[config.mk]
export PLATFORM = sky130hd
export DESIGN_NAME = numeric_identifier_lexer
export DESIGN_NICKNAME = d
export VERILOG_FILES = /design/src/design/numlex_pkg.sv /design/src/design/numlex_dp.sv /design/src/design/numlex_ctrl.sv /design/src/design/numeric_identifier_lexer.sv
export SDC_FILE = /design/constraint.sdc
export NUM_CORES = 1
export LEC_CHECK = 0
export BUFFER_PORTS_ARGS = -buffer_cell sky130_fd_sc_hd__buf_4
export CAP_MARGIN = 20
export CORE_MARGIN = 2
export CORE_UTILIZATION = 65
export DETAILED_ROUTE_END_ITERATION = 8
export PLACE_DENSITY_LB_ADDON = 0.3
export SETUP_SLACK_MARGIN = 0.3
export SYNTH_ARGS = -nofsm -noshare
export SYNTH_HDL_FRONTEND = slang
export SYNTH_SLANG_ARGS = --single-unit
[constraint.sdc]
create_clock -name i_clk -period 6 [get_ports i_clk]
set_input_delay 1.2 -clock i_clk [delete_from_list [all_inputs] [get_ports i_clk]]
set_output_delay 1.2 -clock i_clk [all_outputs]
set_load 0.005 [all_outputs]
[src/design/numlex_pkg.sv]
// numlex_pkg: shared types and constants for the numeric/identifier lexer.
// Token kind codes, character constants and the controller/datapath structs.
// No dependencies.
`default_nettype none

package numlex_pkg;

    localparam int SYM_W = 9;

    typedef logic [2:0] t_kind;

    localparam t_kind K_ID  = 3'd0;
    localparam t_kind K_DEC = 3'd1;
    localparam t_kind K_OCT = 3'd2;
    localparam t_kind K_HEX = 3'd3;
    localparam t_kind K_FLT = 3'd4;
    localparam t_kind K_CHR = 3'd5;
    localparam t_kind K_END = 3'd6;

    localparam logic [7:0] CH_0     = 8'h30;
    localparam logic [7:0] CH_7     = 8'h37;
    localparam logic [7:0] CH_9     = 8'h39;
    localparam logic [7:0] CH_LX    = 8'h78;
    localparam logic [7:0] CH_UX    = 8'h58;
    localparam logic [7:0] CH_LE    = 8'h65;
    localparam logic [7:0] CH_UE    = 8'h45;
    localparam logic [7:0] CH_PLUS  = 8'h2B;
    localparam logic [7:0] CH_MINUS = 8'h2D;
    localparam logic [7:0] CH_DOT   = 8'h2E;
    localparam logic [7:0] CH_SPACE = 8'h20;

    typedef struct packed {
        logic is_end;
        logic space;
        logic alpha;
        logic digit;
        logic octal;
        logic hexd;
        logic zero;
        logic expc;
        logic xch;
        logic dot;
        logic sign;
    } t_cls;

    typedef struct packed {
        t_cls cls;
        logic out_free;
        logic hold_valid;
        logic q_last;
    } t_sts;

    typedef struct packed {
        logic  fresh;
        logic  step;
        logic  emit;
        t_kind kind;
        logic  use_dot;
        logic  hold;
        logic  clr_pend;
        logic  give_back;
        logic  finish;
        logic  flush;
    } t_cmd;

endpackage

`default_nettype wire

[src/design/numlex_dp.sv]
// numlex_dp: lexer datapath - character classes, pending store, rescan queue,
// token hold register and output register.
// Depends on numlex_pkg.
`default_nettype none

module numlex_dp (
    input  wire logic                  i_clk,
    input  wire logic                  i_rst_n,
    input  wire logic [7:0]            i_in_byte,
    input  wire logic                  i_in_end,
    input  wire logic                  i_m_tready,
    input  wire numlex_pkg::t_cmd      i_cmd,
    output numlex_pkg::t_sts           o_sts,
    output logic                       o_m_tvalid,
    output logic [7:0]                 o_m_tdata,
    output logic [2:0]                 o_m_tuser,
    output logic                       o_m_tlast
);

    logic [numlex_pkg::SYM_W-1:0] r_rq [3];
    logic [numlex_pkg::SYM_W-1:0] n_rq [3];
    logic [1:0]                   r_qhead, n_qhead;
    logic [7:0]                   r_pend [2];
    logic [7:0]                   n_pend [2];
    logic [1:0]                   r_pcnt, n_pcnt;

    logic                         r_hval, n_hval;
    numlex_pkg::t_kind            r_hkind, n_hkind;
    logic [7:0]                   r_hchar, n_hchar;

    logic                         r_oval, n_oval;
    numlex_pkg::t_kind            r_okind, n_okind;
    logic [7:0]                   r_ochar, n_ochar;
    logic                         r_olast, n_olast;

    logic [numlex_pkg::SYM_W-1:0] w_rsym, w_sym;
    logic [7:0]                   w_b;
    logic                         w_live;
    numlex_pkg::t_cls             w_cls;
    logic [7:0]                   w_nchar;
    logic                         w_out_free;

    always_comb begin
        case (r_qhead)
            2'd0:    w_rsym = r_rq[0];
            2'd1:    w_rsym = r_rq[1];
            default: w_rsym = r_rq[2];
        endcase
        w_sym  = i_cmd.fresh ? {i_in_end, i_in_byte} : w_rsym;
        w_b    = w_sym[7:0];
        w_live = !w_sym[8];

        w_cls.is_end = w_sym[8];
        w_cls.space  = w_live && (w_b == numlex_pkg::CH_SPACE ||
                                  (w_b >= 8'd9 && w_b <= 8'd13));
        w_cls.alpha  = w_live && ((w_b >= 8'h61 && w_b <= 8'h7A) ||
                                  (w_b >= 8'h41 && w_b <= 8'h5A));
        w_cls.digit  = w_live && w_b >= numlex_pkg::CH_0 && w_b <= numlex_pkg::CH_9;
        w_cls.octal  = w_live && w_b >= numlex_pkg::CH_0 && w_b <= numlex_pkg::CH_7;
        w_cls.hexd   = w_cls.digit || (w_live && ((w_b >= 8'h61 && w_b <= 8'h66) ||
                                                  (w_b >= 8'h41 && w_b <= 8'h46)));
        w_cls.zero   = w_live && w_b == numlex_pkg::CH_0;
        w_cls.expc   = w_live && (w_b == numlex_pkg::CH_LE || w_b == numlex_pkg::CH_UE);
        w_cls.xch    = w_live && (w_b == numlex_pkg::CH_LX || w_b == numlex_pkg::CH_UX);
        w_cls.dot    = w_live && w_b == numlex_pkg::CH_DOT;
        w_cls.sign   = w_live && (w_b == numlex_pkg::CH_PLUS ||
                                  w_b == numlex_pkg::CH_MINUS);
    end

    assign w_out_free = !r_oval || i_m_tready;

    assign o_sts.cls        = w_cls;
    assign o_sts.out_free   = w_out_free;
    assign o_sts.hold_valid = r_hval;
    assign o_sts.q_last     = (r_qhead == 2'd2);

    always_comb begin
        if (i_cmd.kind == numlex_pkg::K_CHR) begin
            w_nchar = i_cmd.use_dot ? numlex_pkg::CH_DOT : w_b;
        end else begin
            w_nchar = 8'd0;
        end
    end

    // rescan queue and pending store
    always_comb begin
        n_rq    = r_rq;
        n_qhead = r_qhead;
        n_pend  = r_pend;
        n_pcnt  = r_pcnt;
        if (i_cmd.step) begin
            if (i_cmd.give_back) begin
                if (i_cmd.fresh) begin
                    n_rq[2] = w_sym;
                    case (r_pcnt)
                        2'd1: begin
                            n_rq[1] = {1'b0, r_pend[0]};
                            n_qhead = 2'd1;
                        end
                        2'd2: begin
                            n_rq[0] = {1'b0, r_pend[0]};
                            n_rq[1] = {1'b0, r_pend[1]};
                            n_qhead = 2'd0;
                        end
                        default: n_qhead = 2'd2;
                    endcase
                end
                n_pcnt = 2'd0;
            end else begin
                if (!i_cmd.fresh) begin
                    n_qhead = r_qhead + 2'd1;
                end
                if (i_cmd.clr_pend) begin
                    n_pcnt = 2'd0;
                end else if (i_cmd.hold && r_pcnt < 2'd2) begin
                    n_pend[r_pcnt[0]] = w_b;
                    n_pcnt = r_pcnt + 2'd1;
                end
            end
        end
    end

    // token hold and output register
    always_comb begin
        n_hval  = r_hval;
        n_hkind = r_hkind;
        n_hchar = r_hchar;
        n_oval  = r_oval && !i_m_tready;
        n_okind = r_okind;
        n_ochar = r_ochar;
        n_olast = r_olast;
        if (i_cmd.step) begin
            if (i_cmd.emit) begin
                if (r_hval) begin
                    n_oval  = 1'b1;
                    n_okind = r_hkind;
                    n_ochar = r_hchar;
                    n_olast = 1'b0;
                    n_hkind = i_cmd.kind;
                    n_hchar = w_nchar;
                end else if (i_cmd.finish) begin
                    n_oval  = 1'b1;
                    n_okind = i_cmd.kind;
                    n_ochar = w_nchar;
                    n_olast = 1'b1;
                end else begin
                    n_hval  = 1'b1;
                    n_hkind = i_cmd.kind;
                    n_hchar = w_nchar;
                end
            end else if (i_cmd.finish && r_hval) begin
                n_oval  = 1'b1;
                n_okind = r_hkind;
                n_ochar = r_hchar;
                n_olast = 1'b1;
                n_hval  = 1'b0;
            end
        end else if (i_cmd.flush) begin
            n_oval  = 1'b1;
            n_okind = r_hkind;
            n_ochar = r_hchar;
            n_olast = 1'b1;
            n_hval  = 1'b0;
        end
    end

    always_ff @(posedge i_clk) begin
        if (!i_rst_n) begin
            r_qhead <= 2'd3;
            r_pcnt  <= 2'd0;
            r_hval  <= 1'b0;
            r_oval  <= 1'b0;
        end else begin
            r_qhead <= n_qhead;
            r_pcnt  <= n_pcnt;
            r_hval  <= n_hval;
            r_oval  <= n_oval;
        end
        r_rq    <= n_rq;
        r_pend  <= n_pend;
        r_hkind <= n_hkind;
        r_hchar <= n_hchar;
        r_okind <= n_okind;
        r_ochar <= n_ochar;
        r_olast <= n_olast;
    end

    assign o_m_tvalid = r_oval;
    assign o_m_tdata  = r_ochar;
    assign o_m_tuser  = r_okind;
    assign o_m_tlast  = r_olast;

endmodule

`default_nettype wire

[src/design/numlex_ctrl.sv]
// numlex_ctrl: lexer controller - scanner state machine and the sequencer
// that runs fresh characters, rescans and the final token flush.
// Depends on numlex_pkg.
`default_nettype none

module numlex_ctrl (
    input  wire logic              i_clk,
    input  wire logic              i_rst_n,
    input  wire logic              i_s_tvalid,
    input  wire numlex_pkg::t_sts  i_sts,
    output logic                   o_s_tready,
    output numlex_pkg::t_cmd       o_cmd
);

    localparam logic [3:0] S_IDLE  = 4'd0;
    localparam logic [3:0] S_IDENT = 4'd1;
    localparam logic [3:0] S_ZERO  = 4'd2;
    localparam logic [3:0] S_OCTN  = 4'd3;
    localparam logic [3:0] S_HEXP  = 4'd4;
    localparam logic [3:0] S_HEXN  = 4'd5;
    localparam logic [3:0] S_DECN  = 4'd6;
    localparam logic [3:0] S_DOT   = 4'd7;
    localparam logic [3:0] S_FRAC  = 4'd8;
    localparam logic [3:0] S_DEC_E = 4'd9;
    localparam logic [3:0] S_DEC_S = 4'd10;
    localparam logic [3:0] S_FLT_E = 4'd11;
    localparam logic [3:0] S_FLT_S = 4'd12;
    localparam logic [3:0] S_EXPN  = 4'd13;

    localparam logic [1:0] M_RUN    = 2'd0;
    localparam logic [1:0] M_REPLAY = 2'd1;
    localparam logic [1:0] M_FLUSH  = 2'd2;

    logic [3:0] r_scan, n_scan, w_scan;
    logic [1:0] r_mode, n_mode;

    logic              w_emit, w_gb, w_hold, w_clr, w_dot;
    numlex_pkg::t_kind w_kind;
    numlex_pkg::t_cls  c;
    logic              w_step, w_fresh, w_finish;

    assign c = i_sts.cls;

    // scanner next state for the current symbol
    always_comb begin
        w_scan = r_scan;
        w_emit = 1'b0;
        w_gb   = 1'b0;
        w_hold = 1'b0;
        w_clr  = 1'b0;
        w_dot  = 1'b0;
        w_kind = numlex_pkg::K_ID;
        case (r_scan)
            S_IDLE: begin
                if (c.is_end) begin
                    w_emit = 1'b1;
                    w_kind = numlex_pkg::K_END;
                end else if (c.space) begin
                    w_scan = S_IDLE;
                end else if (c.alpha) begin
                    w_scan = S_IDENT;
                end else if (c.zero) begin
                    w_scan = S_ZERO;
                end else if (c.digit) begin
                    w_scan = S_DECN;
                end else if (c.dot) begin
                    w_scan = S_DOT;
                end else begin
                    w_emit = 1'b1;
                    w_kind = numlex_pkg::K_CHR;
                end
            end
            S_IDENT: begin
                if (!(c.alpha || c.digit)) begin
                    w_gb = 1'b1;
                    w_kind = numlex_pkg::K_ID;
                end
            end
            S_ZERO: begin
                if (c.octal) begin
                    w_scan = S_OCTN;
                end else if (c.xch) begin
                    w_hold = 1'b1;
                    w_scan = S_HEXP;
                end else if (c.dot) begin
                    w_scan = S_FRAC;
                end else if (c.expc) begin
                    w_hold = 1'b1;
                    w_scan = S_DEC_E;
                end else begin
                    w_gb = 1'b1;
                    w_kind = numlex_pkg::K_DEC;
                end
            end
            S_OCTN: begin
                if (!c.octal) begin
                    w_gb = 1'b1;
                    w_kind = numlex_pkg::K_OCT;
                end
            end
            S_HEXP: begin
                if (c.hexd) begin
                    w_clr  = 1'b1;
                    w_scan = S_HEXN;
                end else begin
                    w_gb = 1'b1;
                    w_kind = numlex_pkg::K_DEC;
                end
            end
            S_HEXN: begin
                if (!c.hexd) begin
                    w_gb = 1'b1;
                    w_kind = numlex_pkg::K_HEX;
                end
            end
            S_DECN: begin
                if (c.digit) begin
                    w_scan = S_DECN;
                end else if (c.expc) begin
                    w_hold = 1'b1;
                    w_scan = S_DEC_E;
                end else if (c.dot) begin
                    w_scan = S_FRAC;
                end else begin
                    w_gb = 1'b1;
                    w_kind = numlex_pkg::K_DEC;
                end
            end
            S_DOT: begin
                if (c.digit) begin
                    w_scan = S_FRAC;
                end else begin
                    w_gb   = 1'b1;
                    w_kind = numlex_pkg::K_CHR;
                    w_dot  = 1'b1;
                end
            end
            S_FRAC: begin
                if (c.digit) begin
                    w_scan = S_FRAC;
                end else if (c.expc) begin
                    w_hold = 1'b1;
                    w_scan = S_FLT_E;
                end else begin
                    w_gb = 1'b1;
                    w_kind = numlex_pkg::K_FLT;
                end
            end
            S_DEC_E, S_FLT_E: begin
                if (c.sign) begin
                    w_hold = 1'b1;
                    w_scan = r_scan + 4'd1;
                end else if (c.digit) begin
                    w_clr  = 1'b1;
                    w_scan = S_EXPN;
                end else begin
                    w_gb = 1'b1;
                    w_kind = (r_scan == S_DEC_E) ? numlex_pkg::K_DEC : numlex_pkg::K_FLT;
                end
            end
            S_DEC_S, S_FLT_S: begin
                if (c.digit) begin
                    w_clr  = 1'b1;
                    w_scan = S_EXPN;
                end else begin
                    w_gb = 1'b1;
                    w_kind = (r_scan == S_DEC_S) ? numlex_pkg::K_DEC : numlex_pkg::K_FLT;
                end
            end
            S_EXPN: begin
                if (!c.digit) begin
                    w_gb = 1'b1;
                    w_kind = numlex_pkg::K_FLT;
                end
            end
            default: begin
                w_gb = 1'b1;
                w_clr = 1'b1;
            end
        endcase
        if (w_gb) begin
            w_scan = S_IDLE;
            if (r_scan <= S_EXPN) begin
                w_emit = 1'b1;
            end
        end
    end

    assign w_fresh    = (r_mode == M_RUN);
    assign o_s_tready = w_fresh && i_sts.out_free;
    assign w_step     = i_sts.out_free &&
                        ((w_fresh && i_s_tvalid) || r_mode == M_REPLAY);
    assign w_finish   = w_step && !w_gb && (w_fresh || i_sts.q_last);

    always_comb begin
        o_cmd.fresh     = w_fresh;
        o_cmd.step      = w_step;
        o_cmd.emit      = w_emit;
        o_cmd.kind      = w_kind;
        o_cmd.use_dot   = w_dot;
        o_cmd.hold      = w_hold;
        o_cmd.clr_pend  = w_clr;
        o_cmd.give_back = w_gb;
        o_cmd.finish    = w_finish;
        o_cmd.flush     = (r_mode == M_FLUSH) && i_sts.out_free;
    end

    always_comb begin
        n_scan = r_scan;
        n_mode = r_mode;
        case (r_mode)
            M_RUN, M_REPLAY: begin
                if (w_step) begin
                    n_scan = w_scan;
                    if (w_gb) begin
                        n_mode = M_REPLAY;
                    end else if (w_finish) begin
                        n_mode = (w_emit && i_sts.hold_valid) ? M_FLUSH : M_RUN;
                    end
                end
            end
            M_FLUSH: begin
                if (i_sts.out_free) begin
                    n_mode = M_RUN;
                end
            end
            default: n_mode = M_RUN;
        endcase
    end

    always_ff @(posedge i_clk) begin
        if (!i_rst_n) begin
            r_scan <= S_IDLE;
            r_mode <= M_RUN;
        end else begin
            r_scan <= n_scan;
            r_mode <= n_mode;
        end
    end

endmodule

`default_nettype wire

[src/design/numeric_identifier_lexer.sv]
// numeric_identifier_lexer: one character per cycle in, one token per cycle out,
// while no rescan or flush runs and the output has room. A failed token rescans its
// held characters, and an item whose last step emits while a token is held adds a
// flush of that token; no input is taken meanwhile. Output tokens are registered.
// Reset: synchronous active low; scanner idle, no held characters, outputs empty.
// Depends on numlex_pkg, numlex_ctrl and numlex_dp.
`default_nettype none

module numeric_identifier_lexer (
    input  wire logic       i_clk,
    input  wire logic       i_rst_n,
    input  wire logic       i_s_axis_tvalid,
    output logic            o_s_axis_tready,
    input  wire logic [7:0] i_s_axis_tdata,   // [7:0] in_byte
    input  wire logic       i_s_axis_tlast,   // end_of_input
    output logic            o_m_axis_tvalid,
    input  wire logic       i_m_axis_tready,
    output logic [7:0]      o_m_axis_tdata,   // [7:0] char_value
    output logic [2:0]      o_m_axis_tuser,   // [2:0] token_kind
    output logic            o_m_axis_tlast    // last_of_run
);

    numlex_pkg::t_cmd w_cmd;
    numlex_pkg::t_sts w_sts;

    numlex_ctrl u_ctrl (
        .i_clk      (i_clk),
        .i_rst_n    (i_rst_n),
        .i_s_tvalid (i_s_axis_tvalid),
        .i_sts      (w_sts),
        .o_s_tready (o_s_axis_tready),
        .o_cmd      (w_cmd)
    );

    numlex_dp u_dp (
        .i_clk      (i_clk),
        .i_rst_n    (i_rst_n),
        .i_in_byte  (i_s_axis_tdata),
        .i_in_end   (i_s_axis_tlast),
        .i_m_tready (i_m_axis_tready),
        .i_cmd      (w_cmd),
        .o_sts      (w_sts),
        .o_m_tvalid (o_m_axis_tvalid),
        .o_m_tdata  (o_m_axis_tdata),
        .o_m_tuser  (o_m_axis_tuser),
        .o_m_tlast  (o_m_axis_tlast)
    );

`ifndef NO_ASSERTIONS
    a_step_room: assert property (@(posedge i_clk) disable iff (!i_rst_n)
        w_cmd.step |-> w_sts.out_free)
        else $error("scan step without output room");

    a_gb_not_done: assert property (@(posedge i_clk) disable iff (!i_rst_n)
        w_cmd.give_back |-> !w_cmd.finish)
        else $error("rescan and item finish together");

    a_end_last: assert property (@(posedge i_clk) disable iff (!i_rst_n)
        (o_m_axis_tvalid && o_m_axis_tuser == numlex_pkg::K_END) |-> o_m_axis_tlast)
        else $error("end token not last of run");

    a_char_zero: assert property (@(posedge i_clk) disable iff (!i_rst_n)
        (o_m_axis_tvalid && o_m_axis_tuser != numlex_pkg::K_CHR) |->
        o_m_axis_tdata == 8'd0)
        else $error("nonzero char value on non-character token");
`endif

endmodule

`default_nettype wire

* After elaboration in Yosys (flattened, before gate mapping) *
Index checks and enable logic that the tools add are counted.

storage, ports and cells
  input port bits = 13
  bits in writable memories = 0
  bits in read-only memories = 0
  memories kept = 0
  output and inout port bits = 14
  flip-flop bits (word level) = 77
  latch bits = 0

cells by class
  reduce and logical (&&, ||, !) cells = 67
  add/sub/neg operators = 3
  eq/ne operators = 44
  shifts and indexed selects = 0
  multiplexer cells = 136
  $mul = 0
  $lt $le $gt $ge = 15
  divide/modulo/power cells = 0
  bitwise logic cells = 3

operator list
  cell                  count
  $mux W8               11
  $mux W3               28
  $mux W4               20
  $mux W1               52
  $eq A8 B6 Y1 const B  5
  $pmux W9 S2           2
  $pmux W3 S11          1
  $eq A8 B7 Y1 const B  4
  $le A8 B7 Y1 const B  4
  $pmux W4 S8           1
  $logic_and A1 B1 Y1   27
  $mux W2               13
  $eq A4 B4 Y1 const B  6
  $bwmux W16            1
  $eq A4 B3 Y1 const B  4
  $ge A8 B7 Y1 const B  2
  $le A8 B6 Y1 const B  2
  $reduce_and A3 Y1     5
  $ne A3 B1 Y1 const B  4
  $reduce_and A4 Y1     3
  $logic_or A1 B1 Y1    11
  $reduce_and A10 Y1    1
  $reduce_or A2 Y1      5
  $mux W9               1
  other kinds (38)      55

* Longest topological paths before layout *
Gate-level depths: netlist (run 1).

  depth after elaboration = 20
  mapped depth = 16
  depth with buffers taken out = 12

* Hierarchy *
Synthesis (run 1) repeated with hierarchy kept, for this count alone.

unflattened totals
  cells, all modules = 416
  area total of the unflattened synthesis = 4411.7 sq um

by module, submodules not included
  module       sequential area each (sq um)  area each (sq um)  cells each  instances
  numlex_dp    2042.0                        3238.1             249         1
  numlex_ctrl  120.1                         1173.6             167         1

* Least setup slack after synthesis (run 1) *
No wires, ideal clock.

  path kind = input -> register
  start point = in i_s_axis_tdata[7]
  end point = reg u_dp.r_ochar[0], in the netlist u_dp.o_m_tdata[0] (enable)
  slack = 1811 ps
  required time = 5643 ps
  arrival = 3831 ps
  library setup time = 357 ps
  buffers on the path = 1
  stages = 10
  path through = or3_1 > o32ai_2 > o2111ai_4 > or3_4 > o2bb2ai_2 > a32o_1 > buf_6 > o41ai_1 > o31a_1 > o221a_1

between the ends
  word-level cells in the longest chain between the ends = 15
  elaborated cells on any way between the ends = 74
  those cells by class = order compare: 11; eq/ne: 11; mux: 23; reduce/logical: 29

RTL lines
  what                                                   RTL line                        RTL
  from (decl)                                            numeric_identifier_lexer.sv:14  input wire logic [7:0] i_s_axis_tdata,
  $mux W9 (*)                                            numlex_dp.sv:49                 w_sym = i_cmd.fresh ? {i_in_end, i_in_byte} : w_rsym;
  branches (longest 13 deep; another with $ge A8 B6 Y1)  --
  $reduce_and A3 Y1 (no line) (*)                        --
  to (signal assigned)                                   numlex_dp.sv:184                r_ochar <= n_ochar;
  to (decl)                                              numlex_dp.sv:33                 logic [7:0] r_ochar, n_ochar;

Every way passes the cells marked *.
A chain may end at the register's enable or synchronous reset.

* Worst setup path after layout (run 1) *
  start point = reg u_ctrl.r_mode[1]
  end point = reg u_dp.r_okind[2], in the netlist u_dp.o_m_tuser[2] (enable)

between the ends
  word-level cells in the longest chain between the ends = 16
  elaborated cells on any way between the ends = 84
  those cells by class = order compare: 11; eq/ne: 13; mux: 23; reduce/logical: 37

RTL lines
  what                                                   RTL line            RTL
  from (decl)                                            numlex_ctrl.sv:35   logic [1:0] r_mode, n_mode;
  from (signal assigned)                                 numlex_ctrl.sv:237  r_mode <= n_mode;
  branches (longest 15 deep; another with $ge A8 B6 Y1)  --
  $reduce_and A3 Y1 (no line) (*)                        --
  to (signal assigned)                                   numlex_dp.sv:183    r_okind <= n_okind;
  to (decl)                                              numlex_dp.sv:32     numlex_pkg::t_kind r_okind, n_okind;

Marked as above.

==> out/qor.csv, run 1 <==
stage,metric,value,unit
sta,Worst Tran Pin Value,1037,ps
route,DRT Pass-1 Iters,6,
sta,Final Max Slew Viols,0,
pwr,Comb power frac,48.5,%
worst_setup_path,CP required,5990,ps
clock_network,H-tree Lvls,3,
hold_path,worst hold path class,flop to flop,
sta,maximum clock frequency,0.2019,GHz
final_layout,fin nets,494,
floorplan,# IOs,27,
clock_network,clock sinks,76,
placement,final weighted congestion in routability-driven placement,0.9528,
pwr,Clock power frac,18.3,%
floorplan,Die Wd,89.74,um
synth,register area share after synthesis,45.25,%
placement,# port buffers,26,
floorplan,cell row count,31,
clock_network,Clock Latency Late Sink,350,ps
worst_setup_path,Max stage delay on crit path,880,ps
pwr,Int Pwr,1.554,mW
placement,post-DP HPWL,9028,um
clock_network,Clock Pin Slew Worst Setup and Hold Paths,90,ps
floorplan,Vert. Die Dim,89.74,um
synth,Syn Nets,479,
worst_setup_path,crit path kind,flop to flop,
worst_setup_path,CP max-delay cell,or2_1,
synth,dominant cells by area after synthesis,"edfxtp_1, dfxtp_1, mux2_4",
worst_setup_path,worst-path fanout max,27,
route,Vias/cell,7.188,
pwr,Peak VDD IR,0.2365,mV
worst_setup_path,Top delay family on crit path,compound AO/OA/AOI/OAI gates,
final_layout,layout overhead on the synthesized area,9.531,%
outcome,outcome,finished clean,
synth,"top cells by count, synth","edfxtp_1, nor2_1, nand2_1",
pwr,Pwr Total,2.610,mW
synth,Post-synth EDFFs,64,
synth,post-synth top area cell,edfxtp_1,
worst_setup_path,worst path buffer plus inverter count,0,
final_layout,antenna cells,0,
floorplan,Total Die Area,8053,sq um
synth,Post-synth ARST share,0,%
sta,period utilisation layout,82.55,%
worst_setup_path,arrival time at the worst endpoint,4940,ps
route,DR vias,4133,
worst_setup_path,Startpoint Class,flop,
synth,Most used DFF post-synth,edfxtp_1,
route,WL final,13200,um
clock_network,Resize count post-CTS,0,
sta,final hold vios,0,
worst_setup_path,CP endpoint kind,flop,
synth,Mapped Area,4778,sq um
sta,final setup TNS,0,ps
global_routing,GRT Residual Overflow,0,
final_layout,layout cell share with drive strength beyond 1,19.12,%
pwr,Reg power frac,33.2,%
route,drt drc,0,
synth,post-synth top area share,40.22,%
synth,most numerous cell in the Yosys netlist,edfxtp_1,
global_routing,Global Route Usage Sum,32.70,%
route,Final ANT Viol Nets,0,
synth,yosys warns,0,
synth,cells after synthesis,456,
route,Initial DRC Count,655,
global_routing,via count of the first global-routing pass,3862,
global_routing,largest net degree at the start of global routing,28,
synth,Yosys cell types,80,
pwr,Lkg Pwr,1.836,nW
clock_network,Root Driver,clkbuf_8,
clock_network,CTS Hold Bufs,0,
sta,minimum clock period,4953,ps
pwr,switching part of the total,40.47,%
global_routing,antenna violations before repair,0,
clock_network,Post CTS Setup Buffer Count,0,
clock_network,Num CTS Buffers,9,
synth,Yosys reg bits,76,
job,max cap viols,0,
pwr,Psw,1.056,mW
worst_setup_path,crit path cell chain,or2_1 > a41oi_1 > nor4_1 > nor2_1 > a32o_1 > o41ai_1 > o31a_1 > o221a_1,
floorplan,Core ar.,7176,sq um
clock_network,maximum buffer depth of the clock tree,2,
global_routing,first-pass GRT wire length,20630,um
clock_network,CTS tree,done,
route,WL/cell,22.95,um
pwr,pwr/cell area,498.7,nW/um^2
floorplan,starting density of the core,66.59,%
sta,Setup Skew,10.87,ps
synth,"Avg Cell Area, Syn",10.48,sq um
sta,Final Setup Violations,0,
sta,RSZ-0062 raised after global routing,false,
sta,Max-slew headroom,30.84,%
[flip-flops by register name (all words and copies together), names as in the netlist]
signal / cells
u_dp.o_m_tvalid: 1
u_dp.r_rq: 25
u_dp.r_hkind: 3
u_dp.r_qhead: 2
u_dp.o_m_tlast: 1
u_dp.r_hval: 1
u_ctrl.r_scan: 4
u_ctrl.r_mode: 2
u_dp.r_hchar: 8
u_dp.r_pcnt: 2
u_dp.o_m_tdata: 8
u_dp.o_m_tuser: 3
u_dp.r_pend: 16
[logic make-up after synthesis]
family / synth area share [%]
buffers and inverters: 4.687
AO/OA/AOI/OAI: 22.81
XOR/XNOR: 0.1833
AND/OR/NAND/NOR: 18.36
multiplexers: 6.101
flip-flops: 45.25
adder cells (fa/ha/maj): 2.618
[power by group through the flow]
stage / registers, mW / clock network, mW / logic [mW]
5_1_grt: 0.879 / 0.497 / 1.34
4_1_cts: 0.864 / 0.474 / 1.23
2_1_floorplan: 0.842 / 0 / 0.907
6_report: 0.867 / 0.477 / 1.27
3_3_place_gp: 0.862 / 0 / 1.18
3_5_place_dp: 0.867 / 0 / 1.20
[layout make-up]
type	instances	area [sq um]
Sequential cell	76	2162
Inverter	18	67.56
Multi-Input combinational cell	333	2392
Timing Repair Buffer	33	247.7
Clock buffer	10	127.6
Fill cell	491	1942
Tap cell	99	123.9
Clock inverter	6	112.6
[metrics by stage]
step | setup slack, ps | std cells | utilization [%] | hold WS [ps] | area [sq um]
2_1_floorplan | 1811 | 456 | - | 422.2 | 4778
3_3_place_gp | 1187 | 559 | 69.59 | 427.4 | 4994
3_5_place_dp | 1140 | 559 | 69.59 | 445.0 | 4994
4_1_cts | 1243 | 575 | 72.94 | 451.6 | 5234
5_1_grt | 924.5 | 575 | 72.94 | 466.3 | 5234
6_report | 1047 | 575 | 72.94 | 452.7 | 5234
[placed cells by master, fill, tap and decap left out, types with 6 or more instances in the layout]
cell	count
a21oi_1	14
ha_1	10
mux2_2	9
dfxtp_1	12
nand3_1	6
nor4_1	10
o21ai_0	26
a22o_1	8
o31ai_1	6
a22oi_1	8
or3_1	7
mux2_4	10
edfxtp_1	64
nor3_1	25
clkbuf_8	9
buf_4	33
nand2_1	29
inv_1	17
nor2_1	37
a31oi_1	8
nor3b_1	9
[worst reg2reg max path, cell delays in order, from the launching register on]
cell and delay, ps:
dfxtp_1 690, or2_1 880, a41oi_1 460, nor4_1 620, nor2_1 150, a32o_1 450, o41ai_1 510, o31a_1 270
o221a_1 560
[metal layers]
metal  part of all wire (%)  track usage [%]  vias to the layer above
li1                       -                -                     1826
met1                     39            44.26                     1916
met2                     45            50.69                      339
met3                     12            8.382                       52
met4                    4.0            13.33                        0
met5                      0                0                        -
[worst paths after layout]
| path | from | endpoint | slack [ps] | depth (start not counted) |
|---|---|---|---|---|
| worst max register to register | u_ctrl.r_mode[1]$_SDFFE_PN0P_ | u_dp.o_m_tuser[2]$_DFFE_PP_ | 1050 | 8 |
| worst min-delay path | u_dp.r_pend[12]$_DFFE_PP_ | u_dp.r_rq[22]$_DFFE_PP_ | 450 | 0 |
| worst min register to register | u_dp.r_pend[12]$_DFFE_PP_ | u_dp.r_rq[22]$_DFFE_PP_ | 450 | 0 |
| worst max-delay path | u_ctrl.r_mode[1]$_SDFFE_PN0P_ | u_dp.o_m_tuser[2]$_DFFE_PP_ | 1050 | 8 |
Note: power is estimated with default switching activity, not from simulation.
==> run 2, diff against run 1 <==
- ABC_AREA: unset -> 1
- CORE_UTILIZATION: 65 -> 55
- clock period: 6 -> 4.2 ns (I/O delays scaled with it)
==> out/qor.csv, run 2 <==
stage,metric,value,unit,change
sta,Max-slew headroom,48.75,%,was 30.84%
clock_network,CTS Hold Bufs,0,,unchanged
pwr,Psw,1.801,mW,was 1.056 mW
synth,Most used DFF post-synth,edfxtp_1,,unchanged
outcome,outcome,finished clean,,unchanged
sta,final setup TNS,0,ps,unchanged
job,max cap viols,0,,unchanged
route,DRT Pass-1 Iters,6,,unchanged
final_layout,layout cell share with drive strength beyond 1,18.35,%,was 19.12%
floorplan,starting density of the core,56.13,%,was 66.59%
final_layout,"most common cell after layout, fill and taps aside",nand2_1,,was edfxtp_1
synth,"top cells by count, synth","nand2_1, edfxtp_1, inv_1",,"was edfxtp_1, nor2_1, nand2_1"
pwr,pwr/cell area,765.9,nW/um^2,was 498.7 nW/um^2
final_layout,Final Non-Filler Cells,710,,was 575
placement,# port buffers,26,,unchanged
pwr,Peak VDD IR,0.3448,mV,was 0.2365 mV
global_routing,via count of the first global-routing pass,3951,,was 3862
sta,minimum clock period,3659,ps,was 4953 ps
synth,most numerous cell in the Yosys netlist,nand2_1,,was edfxtp_1
floorplan,Vert. Die Dim,95.11,um,was 89.74 um
final_layout,max reg flops,25,,unchanged
global_routing,GRT Residual Overflow,0,,unchanged
final_layout,most frequent cells in the layout,"nand2_1, edfxtp_1, inv_1",,"was edfxtp_1, nor2_1, buf_4"
sta,Final Setup Violations,0,,unchanged
worst_setup_path,worst-path fanout max,16,,was 27
synth,cells after synthesis,567,,was 456
worst_setup_path,Startpoint Class,flop,,unchanged
worst_setup_path,Max stage delay on crit path,390,ps,was 880 ps
synth,Yosys reg bits,76,,unchanged
synth,"Avg Cell Area, Syn",8.052,sq um,was 10.48 sq um
placement,placed cells,693,,was 559
clock_network,H-tree Lvls,3,,unchanged
pwr,switching part of the total,46.29,%,was 40.47%
floorplan,Total Die Area,9046,sq um,was 8053 sq um
route,WL final,11510,um,was 13200 um
sta,Final Max Slew Viols,0,,unchanged
placement,final weighted congestion in routability-driven placement,1.023,,was 0.9528
sta,maximum clock frequency,0.2733,GHz,was 0.2019 GHz
final_layout,Largest regs,"u_dp.r_rq (25), u_dp.r_pend (16)",,unchanged
sta,final hold vios,0,,unchanged
final_layout,layout overhead on the synthesized area,11.26,%,was 9.531%
pwr,Reg power frac,32.0,%,was 33.2%
worst_setup_path,CP required,4270,ps,was 5990 ps
clock_network,CTS tree,done,,unchanged
clock_network,Clock Latency Late Sink,350,ps,about the same
synth,Post-synth EDFFs,64,,unchanged
synth,Mapped Area,4566,sq um,was 4778 sq um
pwr,Lkg Pwr,2.298,nW,was 1.836 nW
sta,fin worst setup slack,540.8,ps,was 1047 ps
sta,RSZ-0062 raised after global routing,false,,unchanged
floorplan,Die Wd,95.11,um,was 89.74 um
pwr,Clock power frac,14.5,%,was 18.3%
worst_setup_path,Worst path depth,20,,was 8
worst_setup_path,arrival time at the worst endpoint,3730,ps,was 4940 ps
route,Initial DRC Count,247,,was 655
clock_network,Root Driver,clkbuf_8,,unchanged
synth,Yosys cell types,37,,was 80
global_routing,Global Route Usage Sum,27.23,%,was 32.70%
worst_setup_path,CP endpoint kind,flop,,unchanged
synth,Syn Nets,590,,was 479
hold_path,worst hold stages,0,,unchanged
final_layout,Post-Route Utilization,62.45,%,was 72.94%
sta,period utilisation layout,87.12,%,was 82.55%
placement,post-DP HPWL,8543,um,was 9028 um
global_routing,first-pass GRT wire length,18650,um,was 20630 um
worst_setup_path,crit path cell chain,inv_1 > ha_1 > nor2_8 > nand2_2 > nand3_1 > o21ai_1 > nor2_1 > nand2_1 > nand2_1 > nand3_2 > nand2_4 > nand3_1 > nand3_2 > o21ai_1 > nand2_2 > nor2_2 > nand2_2 > inv_2 > a21oi_4 > buf_12,,was or2_1 > a41oi_1 > nor4_1 > nor2_1 > a32o_1 > o41ai_1 > o31a_1 > o221a_1
pwr,Int Pwr,2.090,mW,was 1.554 mW
floorplan,cell row count,33,,was 31
route,Final ANT Viol Nets,0,,unchanged
worst_setup_path,CP max-delay cell,dfxtp_1,,was or2_1
global_routing,largest net degree at the start of global routing,29,,was 28
hold_path,worst hold path class,flop to flop,,unchanged
final_layout,antenna cells,0,,unchanged
floorplan,Core ar.,8134,sq um,was 7176 sq um
final_layout,largest reg by FF count,u_dp.r_rq,,unchanged
route,drt drc,0,,unchanged
placement,pre-CTS setup slack,299.6,ps,was 1140 ps
sta,Worst Tran Pin Value,763.6,ps,was 1037 ps
synth,dominant cells by area after synthesis,"edfxtp_1, nand2_1, dfxtp_1",,"was edfxtp_1, dfxtp_1, mux2_4"
clock_network,Num CTS Buffers,9,,unchanged
clock_network,Clock Pin Slew Worst Setup and Hold Paths,90,ps,about the same
worst_setup_path,most frequent CP cell,nand2_2,,
synth,Post-synth ARST share,0,%,unchanged
route,WL/cell,16.21,um,was 22.95 um
synth,post-synth top area share,42.09,%,was 40.22%
final_layout,fin nets,623,,was 494
route,Vias/cell,5.610,,was 7.188
floorplan,# IOs,27,,unchanged
worst_setup_path,worst path buffer plus inverter count,3,,was 0
synth,register area share after synthesis,47.36,%,was 45.25%
worst_setup_path,worst reg2reg path depth,20,,was 8
route,DR vias,3983,,was 4133
worst_setup_path,Top delay family on crit path,simple AND/OR/NAND/NOR gates,,was compound AO/OA/AOI/OAI gates
synth,post-synth top area cell,edfxtp_1,,unchanged
pwr,Comb power frac,53.5,%,was 48.5%
clock_network,clock sinks,76,,unchanged
global_routing,antenna violations before repair,0,,unchanged
worst_setup_path,crit path kind,flop to flop,,unchanged
synth,yosys warns,0,,unchanged
clock_network,maximum buffer depth of the clock tree,2,,unchanged
sta,Setup Skew,9.844,ps,was 10.87 ps
==> run 2: cell types whose count changed in the layout (fill, tap and decap cells not counted), moves of 15 or more <==
| cell | previous run | this run |
|---|---|---|
| nand2_1 | 29 | 194 |
| nand2_2 | 0 | 22 |
| nor2_1 | 37 | 52 |
| nand3_1 | 6 | 35 |
| inv_1 | 17 | 55 |
| nor3_1 | 25 | 8 |
==> run 2: logic make-up (layout without fill, tap and decap cells) <==
family | count (synthesis) | count (layout) | synth area share, %
compound gates | 55 | 55 | 6.988
fa+ha+maj | 10 | 10 | 2.740
buf+inv | 75 | 113 | 7.153
flops | 76 | 76 | 47.36
simple gates | 351 | 351 | 35.76
==> run 2: power by group through the flow <==
stage               Clock, mW  Sequential (mW)  Combinational (mW)
floorplan                   0             1.25                1.49
global placement            0             1.26                1.96
detailed placement          0             1.26                1.97
CTS                     0.568             1.25                2.01
global route            0.601             1.26                2.33
finish                  0.566             1.24                2.08
==> run 2: final timing paths <==
check                          startpoint                           to  slack [ps]
max          u_dp.r_qhead[1]$_SDFFE_PN1P_  u_dp.o_m_tdata[6]$_DFFE_PP_         540
max reg2reg  u_dp.r_qhead[1]$_SDFFE_PN1P_  u_dp.o_m_tdata[6]$_DFFE_PP_         540
min reg2reg     u_dp.r_pend[10]$_DFFE_PP_      u_dp.r_rq[20]$_DFFE_PP_         460
min             u_dp.r_pend[10]$_DFFE_PP_      u_dp.r_rq[20]$_DFFE_PP_         460
==> run 2: layer usage <==
| metal | routed length [um] | track usage [%] | up-vias | share of wire, % |
|---|---|---|---|---|
| met5 | 0 | 0 | - | 0 |
| li1 | - | - | 1917 | - |
| met1 | 4706 | 33.71 | 1823 | 41 |
| met2 | 5601 | 46.42 | 205 | 49 |
| met4 | 329 | 11.11 | 0 | 2.9 |
| met3 | 869 | 5.534 | 38 | 7.6 |
==> run 2: what timing repair did <==
item / 4_1_cts / 5_1_grt
setup buffers: 0 / 1
resized for setup: 1 / 2
endpoints found under the setup margin: 12 / 28
==> run 2: cell type report <==
type,instances,area (sq um)
Sequential cell,76,2162
Timing Repair Buffer,32,252.7
Multi-Input combinational cell,416,2087
Clock buffer,9,123.9
Fill cell,680,3054
Tap cell,105,131.4
Clock inverter,7,75.07
Inverter,65,247.7
==> run 2: per-stage QoR <==
step	instance area (sq um)	power, mW	hold slack [ps]
floorplan	4566	2.734	426.8
global placement	4847	3.212	428.0
detailed placement	4847	3.225	435.6
CTS	5054	3.819	455.2
global route	5080	4.200	476.1
finish	5080	3.891	458.5
==> run 3, diff against run 2 <==
- CORE_MARGIN: 2 -> 10
==> out/qor.csv, run 3 (same netlist as run 2, synthesis figures left out) <==
stage,metric,value,unit,change
global_routing,Global Route Usage Sum,18.15,%,was 27.23%
final_layout,antenna cells,0,,unchanged
worst_setup_path,CP required,4260,ps,was 4270 ps
floorplan,Total Die Area,12350,sq um,was 9046 sq um
sta,Max-slew headroom,48.70,%,was 48.75%
final_layout,fin nets,623,,unchanged
worst_setup_path,crit path kind,flop to flop,,unchanged
route,DRT Pass-1 Iters,4,,was 6
worst_setup_path,arrival time at the worst endpoint,3730,ps,about the same
global_routing,first-pass GRT wire length,18310,um,was 18650 um
global_routing,GRT Residual Overflow,0,,unchanged
outcome,outcome,finished clean,,unchanged
final_layout,most frequent cells in the layout,"nand2_1, edfxtp_1, inv_1",,unchanged
route,Met2 Wirelength,5794,um,was 5601 um
worst_setup_path,CP endpoint kind,flop,,unchanged
route,Initial DRC Count,228,,was 247
floorplan,Vert. Die Dim,111.1,um,was 95.11 um
floorplan,starting density of the core,56.13,%,unchanged
route,Vias/cell,5.451,,was 5.610
final_layout,"most common cell after layout, fill and taps aside",nand2_1,,unchanged
route,WL/cell,16.47,um,was 16.21 um
route,met3 routed WL,676,um,was 869 um
final_layout,layout cell share with drive strength beyond 1,18.35,%,unchanged
global_routing,largest net degree at the start of global routing,29,,unchanged
clock_network,clock sinks,76,,unchanged
sta,Setup Skew,12.28,ps,was 9.844 ps
sta,minimum clock period,3669,ps,was 3659 ps
hold_path,worst hold path class,flop to flop,,unchanged
pwr,Peak VDD IR,0.3070,mV,was 0.3448 mV
job,max cap viols,0,,unchanged
sta,final hold vios,0,,unchanged
sta,Final Max Slew Viols,0,,unchanged
sta,final setup TNS,0,ps,unchanged
floorplan,# IOs,27,,unchanged
route,drt drc,0,,unchanged
clock_network,maximum buffer depth of the clock tree,2,,unchanged
placement,# port buffers,26,,unchanged
floorplan,Die Wd,111.1,um,was 95.11 um
route,DR vias,3870,,was 3983
final_layout,Largest regs,"u_dp.r_rq (25), u_dp.r_pend (16)",,unchanged
clock_network,CTS tree,done,,unchanged
clock_network,Num CTS Buffers,9,,unchanged
route,Final ANT Viol Nets,0,,unchanged
pwr,Pwr Total,3.833,mW,was 3.891 mW
pwr,pwr/cell area,757.9,nW/um^2,was 765.9 nW/um^2
global_routing,via count of the first global-routing pass,3675,,was 3951
sta,Final Setup Violations,0,,unchanged
sta,Worst Tran Pin Value,764.4,ps,was 763.6 ps
final_layout,largest reg by FF count,u_dp.r_rq,,unchanged
global_routing,antenna violations before repair,0,,unchanged
clock_network,H-tree Lvls,3,,unchanged
sta,period utilisation layout,87.36,%,was 87.12%
clock_network,Clock Pin Slew Worst Setup and Hold Paths,80,ps,was 90 ps
worst_setup_path,worst-path fanout max,15,,was 16
clock_network,Clock Latency Late Sink,350,ps,about the same
sta,maximum clock frequency,0.2726,GHz,was 0.2733 GHz
sta,RSZ-0062 raised after global routing,false,,unchanged
clock_network,CTS Hold Bufs,0,,unchanged
worst_setup_path,Startpoint Class,flop,,unchanged
floorplan,cell row count,33,,unchanged
final_layout,max reg flops,25,,unchanged
placement,final weighted congestion in routability-driven placement,0.9200,,was 1.023
placement,post-DP HPWL,8921,um,was 8543 um
floorplan,Core ar.,8134,sq um,unchanged
route,WL final,11690,um,was 11510 um
route,met1 WL,4992,um,was 4706 um
pwr,Lkg Pwr,2.284,nW,was 2.298 nW
clock_network,Root Driver,clkbuf_8,,unchanged
final_layout,layout overhead on the synthesized area,10.77,%,was 11.26%
route,uppermost layer routed,met4,,unchanged
## run 3: path summary, 6_finish.rpt
path              slack (ps)  cells past startpoint                    startpoint                          end
setup reg to reg         530                     22  u_dp.r_qhead[1]$_SDFFE_PN1P_  u_dp.o_m_tdata[5]$_DFFE_PP_
hold / removal           450                      0     u_dp.r_pend[14]$_DFFE_PP_      u_dp.r_rq[24]$_DFFE_PP_
hold reg to reg          450                      0     u_dp.r_pend[14]$_DFFE_PP_      u_dp.r_rq[24]$_DFFE_PP_
setup / recovery         530                     22  u_dp.r_qhead[1]$_SDFFE_PN1P_  u_dp.o_m_tdata[5]$_DFFE_PP_
## run 3: cell type report
| cell class | instances | area, sq um |
|---|---|---|
| inverter | 65 | 247.7 |
| multi-input combinational | 416 | 2087 |
| fill | 717 | 3077 |
| sequential | 76 | 2162 |
| clock inverter | 6 | 48.80 |
| tap | 105 | 131.4 |
| timing repair buffer | 32 | 252.7 |
| clock buffer | 10 | 127.6 |
## run 3: layer usage
| layer | global-route usage, % | vias up |
|---|---|---|
| met4 | 6.598 | 0 |
| met2 | 30.66 | 117 |
| met1 | 22.66 | 1815 |
| li1 | - | 1916 |
| met5 | 0 | - |
| met3 | 3.139 | 22 |
## run 3: repair_timing
item,CTS,global route
setup endpoints to repair,0,28
resized for setup,0,3
setup buffers,0,1
## run 3: per-stage QoR
step                      hold WS [ps]  setup slack, ps  std cells  area [sq um]  util [%]
after floorplan                  426.8            752.0        567          4566         -
after global placement           429.6            421.1        693          4847     59.59
after detailed placement         435.8            332.0        693          4847     59.59
after CTS                        454.3            322.7        709          5024     61.76
after global routing             469.5            279.2        710          5057     62.18
final                            449.7            531.0        710          5057     62.18
## run 3: power by group
| group | switching, mW | internal, mW | total [mW] |
|---|---|---|---|
| clock | 0.283 | 0.220 | 0.502 |
| sequential | 0.0831 | 1.16 | 1.24 |
| combinational | 1.44 | 0.651 | 2.09 |
| total | 1.80 | 2.03 | 3.83 |
## run 3: worst max-delay path, stage by stage (launching register included)
cell	delay [ps]
dfxtp_1	330
inv_1	80
ha_1	460
nand2_1	90
nand2_1	160
inv_1	70
nand3_1	60
nand2_1	180
nand2_1	170
nand2_1	70
nor2_1	110
nand2_2	90
a21oi_1	160
nand2_1	100
nand2_1	90
nand3_2	110
nor2_4	110
buf_4	210
nand3_1	120
nand3_1	160
nand2_1	130
a21oi_4	180
buf_12	150
